**src/dpad_pkg.sv**
```systemverilog
// Shared types and constants of the DMX phase-angle dimmer.
`timescale 1ns / 1ps

package dpad_pkg;

	// Sizing
	localparam int CHANNELS   = 8;
	localparam int MAX_SLOTS  = 512;
	localparam int LAST_START = MAX_SLOTS - CHANNELS + 1;
	localparam int SLOT_W     = $clog2(MAX_SLOTS + 2);
	localparam int CH_W       = (CHANNELS > 1) ? $clog2(CHANNELS) : 1;

	// Field and register widths
	localparam int BYTE_W    = 8;
	localparam int START_W   = 9;
	localparam int TIMEOUT_W = 16;
	localparam int PHASE_W   = 8;
	localparam int CFG_W     = 16;
	localparam int CFG_IDX_W = 2;

	// Register reset values
	localparam logic [START_W-1:0]   START_RESET   = 9'd1;
	localparam logic [TIMEOUT_W-1:0] TIMEOUT_RESET = 16'd8000;
	localparam logic [PHASE_W-1:0]   TOP_RESET     = 8'd240;
	localparam logic [TIMEOUT_W-1:0] LOST_RESET    = 16'd8000;

	// Register indexes
	localparam logic [CFG_IDX_W-1:0] REG_START_ADDRESS = 2'd0;
	localparam logic [CFG_IDX_W-1:0] REG_LOST_TIMEOUT  = 2'd1;
	localparam logic [CFG_IDX_W-1:0] REG_PHASE_TOP     = 2'd2;

	// Item kinds
	typedef enum logic [1:0] {
		FUNC_BYTE = 2'd0,
		FUNC_TICK = 2'd1,
		FUNC_SYNC = 2'd2
	} func_t;

	// One input item as it leaves the input register
	typedef struct packed {
		logic                go;
		func_t               func;
		logic [BYTE_W-1:0]   rx_byte;
		logic                framing_error;
	} item_t;

	// Tick result
	typedef struct packed {
		logic [CHANNELS-1:0] lamp_bits;
		logic                signal_lost;
	} result_t;

endpackage

```
**src/dpad_frame.sv**
```systemverilog
// DMX frame decoder: slot counting, start code check and level capture.
`timescale 1ns / 1ps

module dpad_frame (
	input  logic                                            clk,
	input  logic                                            arst_n,
	input  dpad_pkg::item_t                                 item,
	input  logic [dpad_pkg::START_W-1:0]                    start_address,
	output logic [dpad_pkg::CHANNELS-1:0][dpad_pkg::BYTE_W-1:0] levels,
	output logic                                            lost_clear
);

	logic [dpad_pkg::SLOT_W-1:0]  slot_count_q;
	logic                         frame_valid_q;
	logic [dpad_pkg::CHANNELS-1:0][dpad_pkg::BYTE_W-1:0] level_q;

	logic                         is_byte;
	logic                         brk_item;
	logic                         data_item;
	logic [dpad_pkg::START_W-1:0] base;
	logic [dpad_pkg::SLOT_W-1:0]  base_ext;
	logic [dpad_pkg::SLOT_W-1:0]  ch_off;
	logic                         in_range;
	logic                         hit;

	// Item decode
	assign is_byte   = item.go && (item.func == dpad_pkg::FUNC_BYTE);
	assign brk_item  = is_byte && item.framing_error;
	assign data_item = is_byte && !item.framing_error && frame_valid_q;

	// Clamp the start address into the usable slot range
	always_comb begin
		base = start_address;
		if (start_address == '0)
			base = dpad_pkg::START_W'(1);
		else if (start_address > dpad_pkg::START_W'(dpad_pkg::LAST_START))
			base = dpad_pkg::START_W'(dpad_pkg::LAST_START);
	end

	// Slot to channel mapping
	assign base_ext = dpad_pkg::SLOT_W'(base);
	assign ch_off   = slot_count_q - base_ext;
	assign in_range = (slot_count_q >= dpad_pkg::SLOT_W'(1))
		&& (slot_count_q <= dpad_pkg::SLOT_W'(dpad_pkg::MAX_SLOTS));
	assign hit      = data_item && in_range && (slot_count_q >= base_ext)
		&& (ch_off < dpad_pkg::SLOT_W'(dpad_pkg::CHANNELS));

	// A break ends a frame that carried data
	assign lost_clear = brk_item && (slot_count_q > dpad_pkg::SLOT_W'(1));
	assign levels     = level_q;

	// Frame state and captured levels
	always_ff @(posedge clk or negedge arst_n) begin
		if (!arst_n) begin
			slot_count_q  <= '0;
			frame_valid_q <= 1'b0;
			level_q       <= '0;
		end else begin
			if (brk_item) begin
				frame_valid_q <= (item.rx_byte == '0);
				slot_count_q  <= (item.rx_byte == '0) ? dpad_pkg::SLOT_W'(1) : '0;
			end else if (data_item) begin
				if (slot_count_q < dpad_pkg::SLOT_W'(dpad_pkg::MAX_SLOTS + 1))
					slot_count_q <= slot_count_q + dpad_pkg::SLOT_W'(1);
			end
			for (int i = 0; i < dpad_pkg::CHANNELS; i++) begin
				if (hit && (ch_off[dpad_pkg::CH_W-1:0] == dpad_pkg::CH_W'(i)))
					level_q[i] <= item.rx_byte;
			end
		end
	end

endmodule

```
**src/dpad_lamp.sv**
```systemverilog
// Phase counter, signal-lost counter and lamp pattern compare.
`timescale 1ns / 1ps

module dpad_lamp (
	input  logic                                            clk,
	input  logic                                            arst_n,
	input  dpad_pkg::item_t                                 item,
	input  logic [dpad_pkg::CHANNELS-1:0][dpad_pkg::BYTE_W-1:0] levels,
	input  logic                                            lost_clear,
	input  logic [dpad_pkg::TIMEOUT_W-1:0]                  lost_timeout,
	input  logic [dpad_pkg::PHASE_W-1:0]                    phase_top,
	output logic                                            tick,
	output dpad_pkg::result_t                               result
);

	logic [dpad_pkg::PHASE_W-1:0]   phase_q;
	logic [dpad_pkg::TIMEOUT_W-1:0] lost_count_q;

	logic                           sync;
	logic                           lost;
	logic [dpad_pkg::PHASE_W-1:0]   phase_inc;
	logic [dpad_pkg::PHASE_W-1:0]   phase_nxt;
	logic [dpad_pkg::PHASE_W:0]     sum [dpad_pkg::CHANNELS];

	assign tick = item.go && (item.func == dpad_pkg::FUNC_TICK);
	assign sync = item.go && (item.func == dpad_pkg::FUNC_SYNC);

	// Next phase with wrap past the top
	assign phase_inc = phase_q + dpad_pkg::PHASE_W'(1);
	assign phase_nxt = (phase_inc > phase_top) ? '0 : phase_inc;
	assign lost      = (lost_count_q >= lost_timeout);

	// Lamp on when phase > 255 - level, i.e. phase + level carries out
	always_comb begin
		for (int i = 0; i < dpad_pkg::CHANNELS; i++) begin
			sum[i] = {1'b0, phase_nxt} + {1'b0, levels[i]};
			result.lamp_bits[i] = !lost && sum[i][dpad_pkg::PHASE_W];
		end
		result.signal_lost = lost;
	end

	// Counters
	always_ff @(posedge clk or negedge arst_n) begin
		if (!arst_n) begin
			phase_q      <= '0;
			lost_count_q <= dpad_pkg::LOST_RESET;
		end else begin
			if (sync)
				phase_q <= '0;
			else if (tick)
				phase_q <= phase_nxt;
			if (lost_clear)
				lost_count_q <= '0;
			else if (tick && !lost)
				lost_count_q <= lost_count_q + dpad_pkg::TIMEOUT_W'(1);
		end
	end

endmodule

```
**src/dmx_phase_angle_dimmer.sv**
```systemverilog
// Top level of the DMX phase-angle dimmer: stream ports, registers, pipeline.
//
//  channel | dir | beat contents
//  s_*     | in  | tdata rx_byte; tuser func[1:0], framing_error[2]
//  m_*     | out | tdata lamp_bits; tuser signal_lost (one beat per tick)
//  cfg_*   | in  | write of start_address / lost_timeout / phase_top
//
// One beat per cycle unless a tick waits: an input register, the compare/count
// logic between them, then the result register.
// Byte and sync beats never wait on the output; a tick waits in the input
// register only while the result register is full and m_tready is low.
// arst_n clears the slot and phase counters, levels and valid flags, sets the
// lost counter to its lost value and loads register resets.
`timescale 1ns / 1ps

module dmx_phase_angle_dimmer (
	input  logic                              clk,
	input  logic                              arst_n,
	input  logic                              s_tvalid,
	output logic                              s_tready,
	input  logic [7:0]                        s_tdata,   // [7:0] rx_byte
	input  logic [2:0]                        s_tuser,   // [1:0] func, [2] framing_error
	output logic                              m_tvalid,
	input  logic                              m_tready,
	output logic [7:0]                        m_tdata,   // [7:0] lamp_bits
	output logic [0:0]                        m_tuser,   // [0] signal_lost
	input  logic                              cfg_we,
	input  logic [dpad_pkg::CFG_IDX_W-1:0]    cfg_index,
	input  logic [dpad_pkg::CFG_W-1:0]        cfg_data
);

	logic [dpad_pkg::START_W-1:0]   start_address_q;
	logic [dpad_pkg::TIMEOUT_W-1:0] lost_timeout_q;
	logic [dpad_pkg::PHASE_W-1:0]   phase_top_q;

	logic                           valid_s1;
	logic [1:0]                     func_s1;
	logic [dpad_pkg::BYTE_W-1:0]    byte_s1;
	logic                           ferr_s1;

	logic                           out_valid_q;
	dpad_pkg::result_t              out_q;

	dpad_pkg::item_t                item;
	dpad_pkg::result_t              result;
	logic [dpad_pkg::CHANNELS-1:0][dpad_pkg::BYTE_W-1:0] levels;
	logic                           lost_clear;
	logic                           tick;
	logic                           is_tick_s1;
	logic                           advance;
	logic                           s_beat;

	// Configuration registers
	always_ff @(posedge clk or negedge arst_n) begin
		if (!arst_n) begin
			start_address_q <= dpad_pkg::START_RESET;
			lost_timeout_q  <= dpad_pkg::TIMEOUT_RESET;
			phase_top_q     <= dpad_pkg::TOP_RESET;
		end else if (cfg_we) begin
			case (cfg_index)
				dpad_pkg::REG_START_ADDRESS: start_address_q <= cfg_data[dpad_pkg::START_W-1:0];
				dpad_pkg::REG_LOST_TIMEOUT:  lost_timeout_q  <= cfg_data[dpad_pkg::TIMEOUT_W-1:0];
				dpad_pkg::REG_PHASE_TOP:     phase_top_q     <= cfg_data[dpad_pkg::PHASE_W-1:0];
				default: ;
			endcase
		end
	end

	// Input stage handshake: a tick needs room in the result register
	assign is_tick_s1 = (func_s1 == dpad_pkg::FUNC_TICK);
	assign advance    = valid_s1 && (!is_tick_s1 || !out_valid_q || m_tready);
	assign s_tready   = !valid_s1 || advance;
	assign s_beat     = s_tvalid && s_tready;

	// Input register
	always_ff @(posedge clk or negedge arst_n) begin
		if (!arst_n) begin
			valid_s1 <= 1'b0;
		end else if (s_tready) begin
			valid_s1 <= s_tvalid;
		end
	end

	always_ff @(posedge clk) begin
		if (s_beat) begin
			func_s1 <= s_tuser[1:0];
			ferr_s1 <= s_tuser[2];
			byte_s1 <= s_tdata;
		end
	end

	// Item handed to the work units; unused kind 3 matches no unit
	always_comb begin
		item.go            = advance;
		item.func          = dpad_pkg::func_t'(func_s1);
		item.rx_byte       = byte_s1;
		item.framing_error = ferr_s1;
	end

	dpad_frame u_frame (
		.clk          (clk),
		.arst_n       (arst_n),
		.item         (item),
		.start_address(start_address_q),
		.levels       (levels),
		.lost_clear   (lost_clear)
	);

	dpad_lamp u_lamp (
		.clk          (clk),
		.arst_n       (arst_n),
		.item         (item),
		.levels       (levels),
		.lost_clear   (lost_clear),
		.lost_timeout (lost_timeout_q),
		.phase_top    (phase_top_q),
		.tick         (tick),
		.result       (result)
	);

	// Result register
	always_ff @(posedge clk or negedge arst_n) begin
		if (!arst_n) begin
			out_valid_q <= 1'b0;
		end else if (tick) begin
			out_valid_q <= 1'b1;
		end else if (m_tready) begin
			out_valid_q <= 1'b0;
		end
	end

	always_ff @(posedge clk) begin
		if (tick)
			out_q <= result;
	end

	assign m_tvalid   = out_valid_q;
	assign m_tdata    = out_q.lamp_bits;
	assign m_tuser[0] = out_q.signal_lost;

	// A processed tick always leaves a result beat behind
	assert property (@(posedge clk) disable iff (!arst_n) tick |=> m_tvalid)
		else $error("tick processed without a result beat");

	// A tick never overwrites a result that is still waiting
	assert property (@(posedge clk) disable iff (!arst_n)
		tick |-> (!out_valid_q || m_tready))
		else $error("result overwritten while stalled");

	// Byte and sync beats do not create results
	assert property (@(posedge clk) disable iff (!arst_n)
		(advance && !is_tick_s1 && !m_tvalid) |=> !m_tvalid)
		else $error("result beat from a non-tick item");

	// The input side only stalls while the input register is occupied
	assert property (@(posedge clk) disable iff (!arst_n) !s_tready |-> valid_s1)
		else $error("input stalled with an empty input register");

endmodule

```
**config.mk**
```make
export PLATFORM = sky130hd
export DESIGN_NAME = dmx_phase_angle_dimmer
export DESIGN_NICKNAME = d
export VERILOG_FILES = /design/src/dpad_pkg.sv /design/src/dpad_frame.sv /design/src/dpad_lamp.sv /design/src/dmx_phase_angle_dimmer.sv
export SDC_FILE = /design/constraint.sdc
export NUM_CORES = 1
export LEC_CHECK = 0
export BUFFER_PORTS_ARGS = -buffer_cell sky130_fd_sc_hd__buf_4
export CAP_MARGIN = 20
export CORE_ASPECT_RATIO = 1.25
export CORE_MARGIN = 5
export CORE_UTILIZATION = 35
export CTS_CLUSTER_SIZE = 8
export DETAILED_ROUTE_END_ITERATION = 10
export GPL_ROUTABILITY_DRIVEN = 1
export GPL_TIMING_DRIVEN = 1
export PLACE_DENSITY = 0.62
export SLEW_MARGIN = 15
export SYNTH_ARGS = -nofsm -noshare
export SYNTH_HDL_FRONTEND = slang
export SYNTH_HIERARCHICAL = 1
export SYNTH_SLANG_ARGS = --single-unit
```
**constraint.sdc**
```tcl
create_clock -name clk -period 4.7 [get_ports clk]
set_clock_uncertainty 0.05 [all_clocks]
set_input_delay 0.94 -clock clk [delete_from_list [all_inputs] [get_ports clk]]
set_output_delay 0.94 -clock clk [all_outputs]
set_load 0.02 [all_outputs]
```
==> results of run 1 <==
cells by family after synthesis:
kind of cell | Yosys count | synth area share
compound gates | 157 | 0.118
mux | 101 | 0.129
buf+inv | 64 | 0.0323
fa+ha+maj | 88 | 0.122
xor+xnor | 17 | 0.0164
simple gates | 210 | 0.144
flops | 154 | 0.438
final cells by class:
type / instances / area (um2) / share of cell area
Timing Repair Buffer: 58 / 459 / 0.0442
Tap cell: 340 / 425 / 0.0410
Multi-Input combinational cell: 573 / 4810 / 0.464
Inverter: 43 / 161 / 0.0155
Sequential cell: 154 / 3980 / 0.383
Clock inverter: 13 / 114 / 0.0110
Clock buffer: 19 / 433 / 0.0417
registers in the layout, summed over array words and instances (netlist names):
| name | flops |
|---|---|
| byte_s1 | 8 |
| ferr_s1 | 1 |
| func_s1 | 2 |
| lost_timeout_q | 16 |
| m_tdata | 8 |
| m_tuser | 1 |
| m_tvalid | 1 |
| phase_top_q | 8 |
| start_address_q | 9 |
| u_frame/frame_valid_q | 1 |
| u_frame/levels | 64 |
| u_frame/slot_count_q | 10 |
| u_lamp/lost_count_q | 16 |
| u_lamp/phase_q | 8 |
| valid_s1 | 1 |
routing by layer:
| layer | routed length, um | track usage |
|---|---|---|
| met1 | 9220 | 0.180 |
| met2 | 10100 | 0.245 |
| met3 | 633 | 0.0334 |
| met4 | 315 | 0.0313 |
| met5 | 0 | 0 |
repair_timing:
item / CTS / global route
gates resized for setup: 0 / 4
hold buffers: 0 / 0
setup endpoints to repair: 0 / 8
worst max-delay path, delay by kind of cell, from the launching register on:
| family | cells | cell delay, ps |
|---|---|---|
| XOR/XNOR | 1 | 260 |
| adder cells (fa/ha/maj) | 3 | 790 |
| AO/OA/AOI/OAI | 4 | 700 |
| flip-flops | 1 | 650 |
| AND/OR/NAND/NOR | 7 | 1590 |
power by group:
group	switching (uW)	leakage (uW)	internal [uW]	total, uW
Combinational	421	0.00292	304	725
Sequential	101	0.00196	1450	1550
Clock	596	0.000260	691	1290
Total	1120	0.00514	2450	3570
cells in the mapped netlist (5+ instances only):
cell type / instances
dfstp_2: 17
o221ai_1: 7
nand4_4: 8
nor4_1: 5
nand4_1: 12
nand3_1: 16
nor2_1: 43
a211oi_1: 12
nand2_1: 38
xor2_1: 12
mux2_4: 10
inv_1: 43
nor2b_1: 10
or4_1: 12
o31ai_1: 12
and3_1: 5
xnor2_1: 5
ha_1: 87
dfrtp_1: 117
a22o_1: 5
a21oi_1: 46
nand2b_1: 8
a21o_1: 18
mux2_2: 88
edfxtp_1: 20
or3_1: 5
a31oi_1: 5
and2_1: 15
o21ai_0: 25
clkbuf_1: 11
nor3_1: 12
worst max path at each step:
stage	startpoint	end	slack, ps	cells past startpoint
after floorplan	u_lamp/phase_q[0]$_DFFE_PN0P_	m_tdata[2]$_DFFE_PP_	1020	14
after global placement	u_lamp/phase_q[0]$_DFFE_PN0P_	m_tdata[2]$_DFFE_PP_	460	15
after detailed placement	u_lamp/phase_q[0]$_DFFE_PN0P_	m_tdata[2]$_DFFE_PP_	280	15
after CTS	u_lamp/phase_q[0]$_DFFE_PN0P_	m_tdata[2]$_DFFE_PP_	290	15
after global routing	u_lamp/phase_q[0]$_DFFE_PN0P_	m_tdata[6]$_DFFE_PP_	60	15
final	u_lamp/phase_q[0]$_DFFE_PN0P_	m_tdata[2]$_DFFE_PP_	400	15
stage by stage:
stage | instances | utilization | instance area, um2 | total power (uW) | setup WS [ps]
after floorplan | 791 | - | 9070 | 2060 | 1020
after global routing | 1200 | 0.403 | 10400 | 3760 | 62.4
final | 1200 | 0.403 | 10400 | 3570 | 405
after CTS | 1198 | 0.401 | 10300 | 3600 | 294
after detailed placement | 1166 | 0.380 | 9790 | 2300 | 283
after global placement | 1166 | 0.380 | 9790 | 2280 | 464
==> reports/metrics.yaml, run 1 <==
cts_sinks: 154
power_density_nw_per_um2: 343
finalCritPeriodShare: 0.914
synth_area_per_cell_um2: 11.5
gp_congestion: 0.799
grt_overflow: 0
cap_violations: 0
initialDrtViolationCount: 309
dr.pass1.iters: 4
status: "completed"
r2r_slack_ps: 400
path_clk_slew_ps: 70
drc: 0
postCtsSetupRepairBufs: 0
tns_ps: 0
synth_area_leader_cell: "dfrtp_1"
crit_required_ps: 4810
cts_buffers: 17
hold_ws_ps: 315
final_antenna_net_count: 0
worstMarginPinSlew_ps: 828
grt_max_degree: 107
htree_num_levels: 4
async_reset_ff_frac: 0.870
startpoint_type: "flip-flop"
leakage_uw: 0.00514
syn_inst: 791
start_util: 0.352
synth_edf_count: 20
ir_drop_v: 0.000215
crit_chain: "ha_1 > nand3_1 > nor2_1 > xor2_1 > ha_1 > nand4_1 > nor2_1 > nor2b_1 > nor2_1 > and2_2 > ha_1 > a21o_1 > a21o_1 > a211oi_1 > a211oi_1"
vias: 6303
grt_pass1_wl_um: 33400
chipWidth_um: 154
cp_slowest_cell: "dfrtp_1"
crit_arrival_ps: 4400
cts_tree: "built"
synth_cell_types: 79
path_class: "flip-flop to flip-flop"
grt_pass1_vias: 6380
drive_gt1_frac: 0.276
drt_wl_total_um: 20300
io_pins: 45
ys.flop_type: "dfrtp_1"
core_area_um2: 25800
cts.path.max_buffers: 2
numPortBuffers: 44
finalSetupViolCount: 0
nets: 969
finalMaxSlewViolations: 0
slowest_delay_ps: 650
yosysWarnings: 6
layout_min_cycle_time_ps: 4300
viasPerCell: 5.25
end_kind: "flip-flop"
r2r-end: "m_tdata[2]$_DFFE_PP_"
hpwlAfterDp_um: 14300
insertion_delay_ps: 430
clock-root-buffer: "clkbuf_16"
synthTopCellsByArea: "dfrtp_1 32%, ha_1 12%, mux2_2 11%"
final_cell_mix: "117 x dfrtp_1, 88 x mux2_2, 87 x ha_1"
layout_commonest_cell: "dfrtp_1"
wl_per_cell_um: 16.9
die_area_um2: 29300
synth_top_cell_area_share: 0.323
synth_area_um2: 9070
area_growth_pct: 14.4
placementRows: 66
synth_seq_cells: 154
rsz0062_at_grt: "no"
n_fill_cell: 2495
hold_violations: 0
die_h_um: 190
syn_nets: 913
ys_seq_area_frac: 0.438
diodes: 0
clock.fmax_ghz: 0.233
antenna_found_initial: 0
grt_usage: 0.141
hold_path.class: "input pin to async pin"
worst-r2r-cell-count: 15
crit_fanout: 14
r2r-start: "u_lamp/phase_q[0]$_DFFE_PN0P_"
slew_headroom: 0.447
Power figures use the tool's default switching activity.
==> inputs of run 2 (changes only) <==
GPL_ROUTABILITY_DRIVEN = 0   (was 1)
SYNTH_HIERARCHICAL = not set   (was 1)
==> reports/metrics.yaml, run 2 <==
start_util: 0.356  # was 0.352
postCtsSetupRepairBufs: 0  # unchanged
grt_usage: 0.146  # was 0.141
antenna_found_initial: 0  # unchanged
cp-startpoint: "start_address_q[8]$_DFFE_PN0P_"  # was u_lamp/phase_q[0]$_DFFE_PN0P_
largest_reg_flops: 64  # unchanged
viasPerCell: 5.13  # was 5.25
cts.hold.buffers_added: 0  # unchanged
r2r_slack_ps: 510  # was 400 ps
finalSetupViolCount: 0  # unchanged
power_density_nw_per_um2: 351  # was 343 nW/um2
syn_nets: 900  # was 913
syn_inst: 770  # was 791
holdPathStages: 1
nets: 962  # was 969
grt_overflow: 0  # unchanged
path_clk_slew_ps: 60  # was 70 ps
cts_resized: 0  # unchanged
clock-root-buffer: "clkbuf_16"  # unchanged
synth_area_per_cell_um2: 11.4  # was 11.5 um2
startpoint_type: "flip-flop"  # unchanged
initialDrtViolationCount: 354  # was 309
drt_wl_total_um: 19700  # was 20300 um
drc: 0  # unchanged
chipWidth_um: 151  # was 154 um
hpwlAfterDp_um: 14000  # was 14300 um
wl_per_cell_um: 16.7  # was 16.9 um
fin_util: 0.411  # was 0.403
synth_edf_count: 20  # unchanged
ys_seq_area_frac: 0.455  # was 0.438
synth_seq_cells: 154  # unchanged
synth.most_common_cell: "dfrtp_1"  # unchanged
place_ws_ps: 533  # was 283 ps
p_total_uw: 3540  # was 3570 uW
status: "completed"  # unchanged
final_cell_mix: "117 x dfrtp_1, 95 x ha_1, 91 x mux2_2"  # was 117 x dfrtp_1, 88 x mux2_2, 87 x ha_1
hold_start: "phase_top_q[1]$_DFFE_PN0P_"
hold_violations: 0  # unchanged
placementRows: 64  # was 66
cts_tree: "built"  # unchanged
io_pins: 45  # unchanged
leakage_uw: 0.00505  # was 0.00514 uW
die_area_um2: 28200  # was 29300 um2
clock.fmax_ghz: 0.239  # was 0.233 GHz
die_h_um: 187  # was 190 um
ys.flop_type: "dfrtp_1"  # unchanged
cts.path.max_buffers: 2  # unchanged
layout_min_cycle_time_ps: 4190  # was 4300 ps
core_area_um2: 24600  # was 25800 um2
vias: 6033  # was 6303
ir_drop_v: 0.000261  # was 0.000215 V
tns_ps: 0  # unchanged
cts_sinks: 154  # unchanged
finalCritPeriodShare: 0.891  # was 0.914
synth_area_um2: 8740  # was 9070 um2
crit_arrival_ps: 4440  # was 4400 ps
grt_max_degree: 82  # was 107
hold_path.class: "flip-flop to flip-flop"  # was input pin to async pin
yosysWarnings: 0  # was 6
hold_ws_ps: 457  # was 315 ps
crit_required_ps: 4950  # was 4810 ps
synth_top_cell_area_share: 0.335  # was 0.323
insertion_delay_ps: 420  # was 430 ps
crit_fanout: 8  # was 14
worst-r2r-cell-count: 13  # was 15
cap_violations: 0  # unchanged
grt_pass1_vias: 6206  # was 6380
end_kind: "flip-flop"  # unchanged
setup_slack_ps: 513  # was 405 ps
yosys-top-cells-count: "117 x dfrtp_1, 95 x ha_1, 91 x mux2_2, 51 x nor2_1, 47 x inv_1"  # was 117 x dfrtp_1, 88 x mux2_2, 87 x ha_1, 46 x a21oi_1
area_growth_pct: 15.5  # was 14.4%
layout_commonest_cell: "dfrtp_1"  # unchanged
async_reset_ff_frac: 0.870  # unchanged
path_class: "flip-flop to flip-flop"  # unchanged
synth_area_leader_cell: "dfrtp_1"  # unchanged
r2r-end: "u_frame.levels[45]$_DFFE_PN0P_"  # was m_tdata[2]$_DFFE_PP_
dr.pass1.iters: 4  # unchanged
synthTopCellsByArea: "dfrtp_1 34%, ha_1 14%, mux2_2 12%"  # was dfrtp_1 32%, ha_1 12%, mux2_2 11%
synth_cell_types: 61  # was 79
final_antenna_net_count: 0  # unchanged
slew_headroom: 0.367  # was 0.447
cts_buffers: 17  # unchanged
drive_gt1_frac: 0.250  # was 0.276
r2r-start: "start_address_q[8]$_DFFE_PN0P_"  # was u_lamp/phase_q[0]$_DFFE_PN0P_
grt_pass1_wl_um: 32400  # was 33400 um
diodes: 0  # unchanged
htree_num_levels: 4  # unchanged
min_to: "phase_top_q[1]$_DFFE_PN0P_"
finalMaxSlewViolations: 0  # unchanged
numPortBuffers: 44  # unchanged
rsz0062_at_grt: "no"  # unchanged
worstMarginPinSlew_ps: 947  # was 828 ps
[run 2: routing by layer]
metal	vias up	routed length, um	global-route usage	share of wire
li1	2967	-	-	-
met1	2927	9060	0.196	0.46
met2	108	9450	0.240	0.48
met3	31	751	0.0228	0.038
met4	0	390	0.0485	0.020
met5	-	0	0	0
[run 2: cell families (layout without fill, tap and decap cells)]
logic type               Yosys count  count (layout)  synth area share
AO/OA/AOI/OAI                    147             147             0.108
flip-flops                       154             154             0.455
AND/OR/NAND/NOR                  192             192             0.123
buffers and inverters             61             136            0.0282
multiplexers                      96              96             0.123
adder cells (fa/ha/maj)           96              96             0.138
XOR/XNOR                          24              24            0.0241
[run 2: power breakdown]
part	switching (uW)	internal, uW	total [uW]
logic	368	269	638
clock network	568	802	1370
registers	80.7	1450	1540
[run 2: metrics by stage]
| stage | cell area, um2 | instances |
|---|---|---|
| 2_1_floorplan | 8740 | 770 |
| 3_3_place_gp | 9510 | 1143 |
| 3_5_place_dp | 9510 | 1143 |
| 4_1_cts | 10100 | 1175 |
| 5_1_grt | 10100 | 1175 |
| 6_report | 10100 | 1175 |
[run 2: worst max-delay path, stage by stage, from the launching register on]
cell      delay [ps]
dfrtp_1          320
inv_1             90
or4_1            570
nand2_1          110
ha_1             190
inv_1             60
fa_1             430
a21o_2           240
a21oi_4          180
mux2i_1          110
or3_4            350
a211oi_4         460
and4b_1          530
mux2_2           380
[run 2: worst max-delay path by stage]
stage / to / slack (ps) / cells after the start
finish: u_frame.levels[45]$_DFFE_PN0P_ / 510 / 13
global route: u_frame.levels[45]$_DFFE_PN0P_ / 290 / 13
CTS: u_frame.levels[10]$_DFFE_PN0P_ / 520 / 13
detailed placement: u_frame.levels[8]$_DFFE_PN0P_ / 530 / 13
global placement: u_frame.levels[13]$_DFFE_PN0P_ / 540 / 13
floorplan: u_frame.levels[10]$_DFFE_PN0P_ / 980 / 14
[run 2: layout make-up]
class	count	area (um2)
clock buffers	20	447
repair buffers	57	432
multi-input cells	555	4520
clock inverters	12	138
inverters	47	176
fillers	2376	14500
well taps	330	413
flip-flops and latches	154	3980
==> inputs of run 3 (changes only) <==
ABC_AREA = 1   (was not set)
SLEW_MARGIN = 20   (was 15)
==> reports/metrics.yaml, run 3 <==
status: "completed"  # unchanged
die_area_um2: 30300  # was 28200 um2
insertion_delay_ps: 430  # was 420 ps
initialDrtViolationCount: 476  # was 354
slew_headroom: 0.505  # was 0.367
cts_resized: 0  # unchanged
viasPerCell: 4.99  # was 5.13
synth_seq_cells: 154  # unchanged
multi_input_area_um2: 4720  # was 4520 um2
finalCritPeriodShare: 0.873  # was 0.891
final_cells: 1582  # was 1175
core_area_um2: 26700  # was 24600 um2
yosys-top-cells-count: "356 x nand2_1, 142 x inv_1, 117 x dfrtp_1, 95 x ha_1, 88 x nand4_1"  # was 117 x dfrtp_1, 95 x ha_1, 91 x mux2_2, 51 x nor2_1, 47 x inv_1
synth_area_per_cell_um2: 8.00  # was 11.4 um2
antenna_found_initial: 0  # unchanged
largest_reg_flops: 64  # unchanged
crit_required_ps: 4800  # was 4950 ps
cp_slowest_cell: "inv_1"  # was or4_1
crit_arrival_ps: 4200  # was 4440 ps
clock-root-buffer: "clkbuf_16"  # unchanged
timing.critical_path.mode_cell: "nand2_1"  # was inv_1
start_util: 0.354  # was 0.356
vias: 7890  # was 6033
chipWidth_um: 157  # was 151 um
cts_sinks: 154  # unchanged
ff_latch_area_um2: 3980  # unchanged
io_pins: 45  # unchanged
ir_drop_v: 0.000219  # was 0.000261 V
synthAdderAreaFrac: 0.128  # was 0.138
cp-startpoint: "u_lamp.phase_q[0]$_DFFE_PN0P_"  # was start_address_q[8]$_DFFE_PN0P_
tns_ps: 0  # unchanged
synthSimpleGateAreaFrac: 0.285  # was 0.123
synth_edf_count: 20  # unchanged
slowest_delay_ps: 410  # was 570 ps
r2r_slack_ps: 600  # was 510 ps
hold_path.class: "flip-flop to flip-flop"  # unchanged
crit_fanout: 13  # was 8
nets: 1354  # was 962
htree_num_levels: 4  # unchanged
path_clk_slew_ps: 60  # about the same
finalSetupViolCount: 0  # unchanged
hpwlAfterDp_um: 17500  # was 14000 um
finalMaxSlewViolations: 0  # unchanged
synthXorXnorAreaFrac: 0.0194  # was 0.0241
synth.most_common_cell: "nand2_1"  # was dfrtp_1
placementRows: 67  # was 64
clock.fmax_ghz: 0.244  # was 0.239 GHz
n_fill_cell: 2712  # was 2376
layout_min_cycle_time_ps: 4100  # was 4190 ps
synth-compound-area-share: 0.0666  # was 0.108
dr.pass1.iters: 5  # was 4
path_class: "flip-flop to flip-flop"  # unchanged
numPortBuffers: 44  # unchanged
area_growth_pct: 13.7  # was 15.5%
synth_cell_types: 32  # was 61
final_cell_mix: "356 x nand2_1, 142 x inv_1, 117 x dfrtp_1"  # was 117 x dfrtp_1, 95 x ha_1, 91 x mux2_2
hold_ws_ps: 435  # was 457 ps
async_reset_ff_frac: 0.870  # unchanged
synth_top_cell_area_share: 0.311  # was 0.335
crit_chain: "inv_1 > nor3_1 > nand3_1 > nor3_1 > xor2_1 > ha_1 > a21o_1 > nor2_1 > nand2_1 > nand2_1 > nand2_1 > inv_1 > ha_1 > nand2_1 > nor2_1 > a211oi_1 > a21oi_1"  # was inv_1 > or4_1 > nand2_1 > ha_1 > inv_1 > fa_1 > a21o_2 > a21oi_4 > mux2i_1 > or3_4 > a211oi_4 > and4b_1 > mux2_2
end_kind: "flip-flop"  # unchanged
grt_max_degree: 79  # was 82
ys_seq_area_frac: 0.422  # was 0.455
drc: 0  # unchanged
startpoint_type: "flip-flop"  # unchanged
cts_tree: "built"  # unchanged
postCtsSetupRepairBufs: 0  # unchanged
die_h_um: 193  # was 187 um
grt_pass1_vias: 7806  # was 6206
grt_usage: 0.165  # was 0.146
final_antenna_net_count: 0  # unchanged
grt_overflow: 0  # unchanged
leakage_uw: 0.00578  # was 0.00505 uW
synth_area_um2: 9430  # was 8740 um2
synth_area_leader_cell: "dfrtp_1"  # unchanged
syn_inst: 1178  # was 770
synth_mux_area_frac: 0  # was 0.123
grt_pass1_wl_um: 40200  # was 32400 um
place_inst: 1549  # was 1143
yosysWarnings: 0  # unchanged
ys.flop_type: "dfrtp_1"  # unchanged
hold_start: "lost_timeout_q[12]$_DFFE_PN1P_"  # was phase_top_q[1]$_DFFE_PN0P_
cts.path.max_buffers: 2  # unchanged
r2r-start: "u_lamp.phase_q[0]$_DFFE_PN0P_"  # was start_address_q[8]$_DFFE_PN0P_
worstMarginPinSlew_ps: 742  # was 947 ps
drive_gt1_frac: 0.101  # was 0.250
wl_per_cell_um: 15.4  # was 16.7 um
synth_top_family_by_area: "simple AND/OR/NAND/NOR gates"  # was adder cells
diodes: 0  # unchanged
synthTopCellsByArea: "dfrtp_1 31%, nand2_1 14%, ha_1 13%"  # was dfrtp_1 34%, ha_1 14%, mux2_2 12%
power_density_nw_per_um2: 322  # was 351 nW/um2
rsz0062_at_grt: "no"  # unchanged
syn_nets: 1308  # was 900
cts.hold.buffers_added: 0  # unchanged
critPathTopFamily: "simple AND/OR/NAND/NOR gates"  # unchanged
worstPathBufferInverterCount: 2  # unchanged
layout_commonest_cell: "nand2_1"  # was dfrtp_1
hold_violations: 0  # unchanged
drt_wl_total_um: 24400  # was 19700 um
cts_buffers: 17  # unchanged
cap_violations: 0  # unchanged
[run 3: cell type report]
class                      count  area share
sequential                   154       0.371
timing repair buffer          61      0.0442
clock buffer                  21      0.0450
multi-input combinational    845       0.441
clock inverter                11     0.00806
inverter                     145      0.0508
tap                          345      0.0403
[run 3: per-stage QoR]
stage	area (um2)	setup WS (ps)	power [uW]	utilization
6_report	10700	597	3460	0.402
4_1_cts	10700	622	3480	0.401
2_1_floorplan	9430	1070	1930	-
3_3_place_gp	10100	764	2140	0.380
5_1_grt	10700	240	3650	0.402
3_5_place_dp	10100	648	2160	0.380
[run 3: final timing paths]
kind                            cells past startpoint                                  to
worst min-delay path                                2      lost_timeout_q[12]$_DFFE_PN1P_
worst max register to register                     17                m_tdata[0]$_DFFE_PP_
worst max-delay path                               17                m_tdata[0]$_DFFE_PP_
min in group asynchronous                           1  u_lamp.lost_count_q[7]$_DFFE_PN0P_
max in group asynchronous                           2          phase_top_q[4]$_DFFE_PN1P_
worst min register to register                      2      lost_timeout_q[12]$_DFFE_PN1P_
[run 3: kinds of logic after synthesis]
| logic type | after synthesis |
|---|---|
| flops | 154 |
| simple gates | 611 |
| fa+ha+maj | 96 |
| buf+inv | 179 |
| xor+xnor | 20 |
| compound gates | 118 |
[run 3: where the power goes]
group	switching [uW]	internal [uW]	total, uW
clock network	582	742	1320
logic	418	204	622
registers	69.9	1440	1510
total	1070	2390	3460
[run 3: worst reg2reg max path: cells and delay by family, from the launching register on]
| family | cells | cell delay [ps] |
|---|---|---|
| compound gates | 3 | 500 |
| fa+ha+maj | 2 | 640 |
| buf+inv | 2 | 600 |
| simple gates | 9 | 1450 |
| xor+xnor | 1 | 230 |
| flops | 1 | 370 |
[run 3: metal layers]
metal	global-route usage	vias to the layer above	wire, um
li1	-	4003	-
met1	0.212	3673	10600
met2	0.281	177	12200
met3	0.0277	37	1100
met4	0.0556	0	604
met5	0	-	0
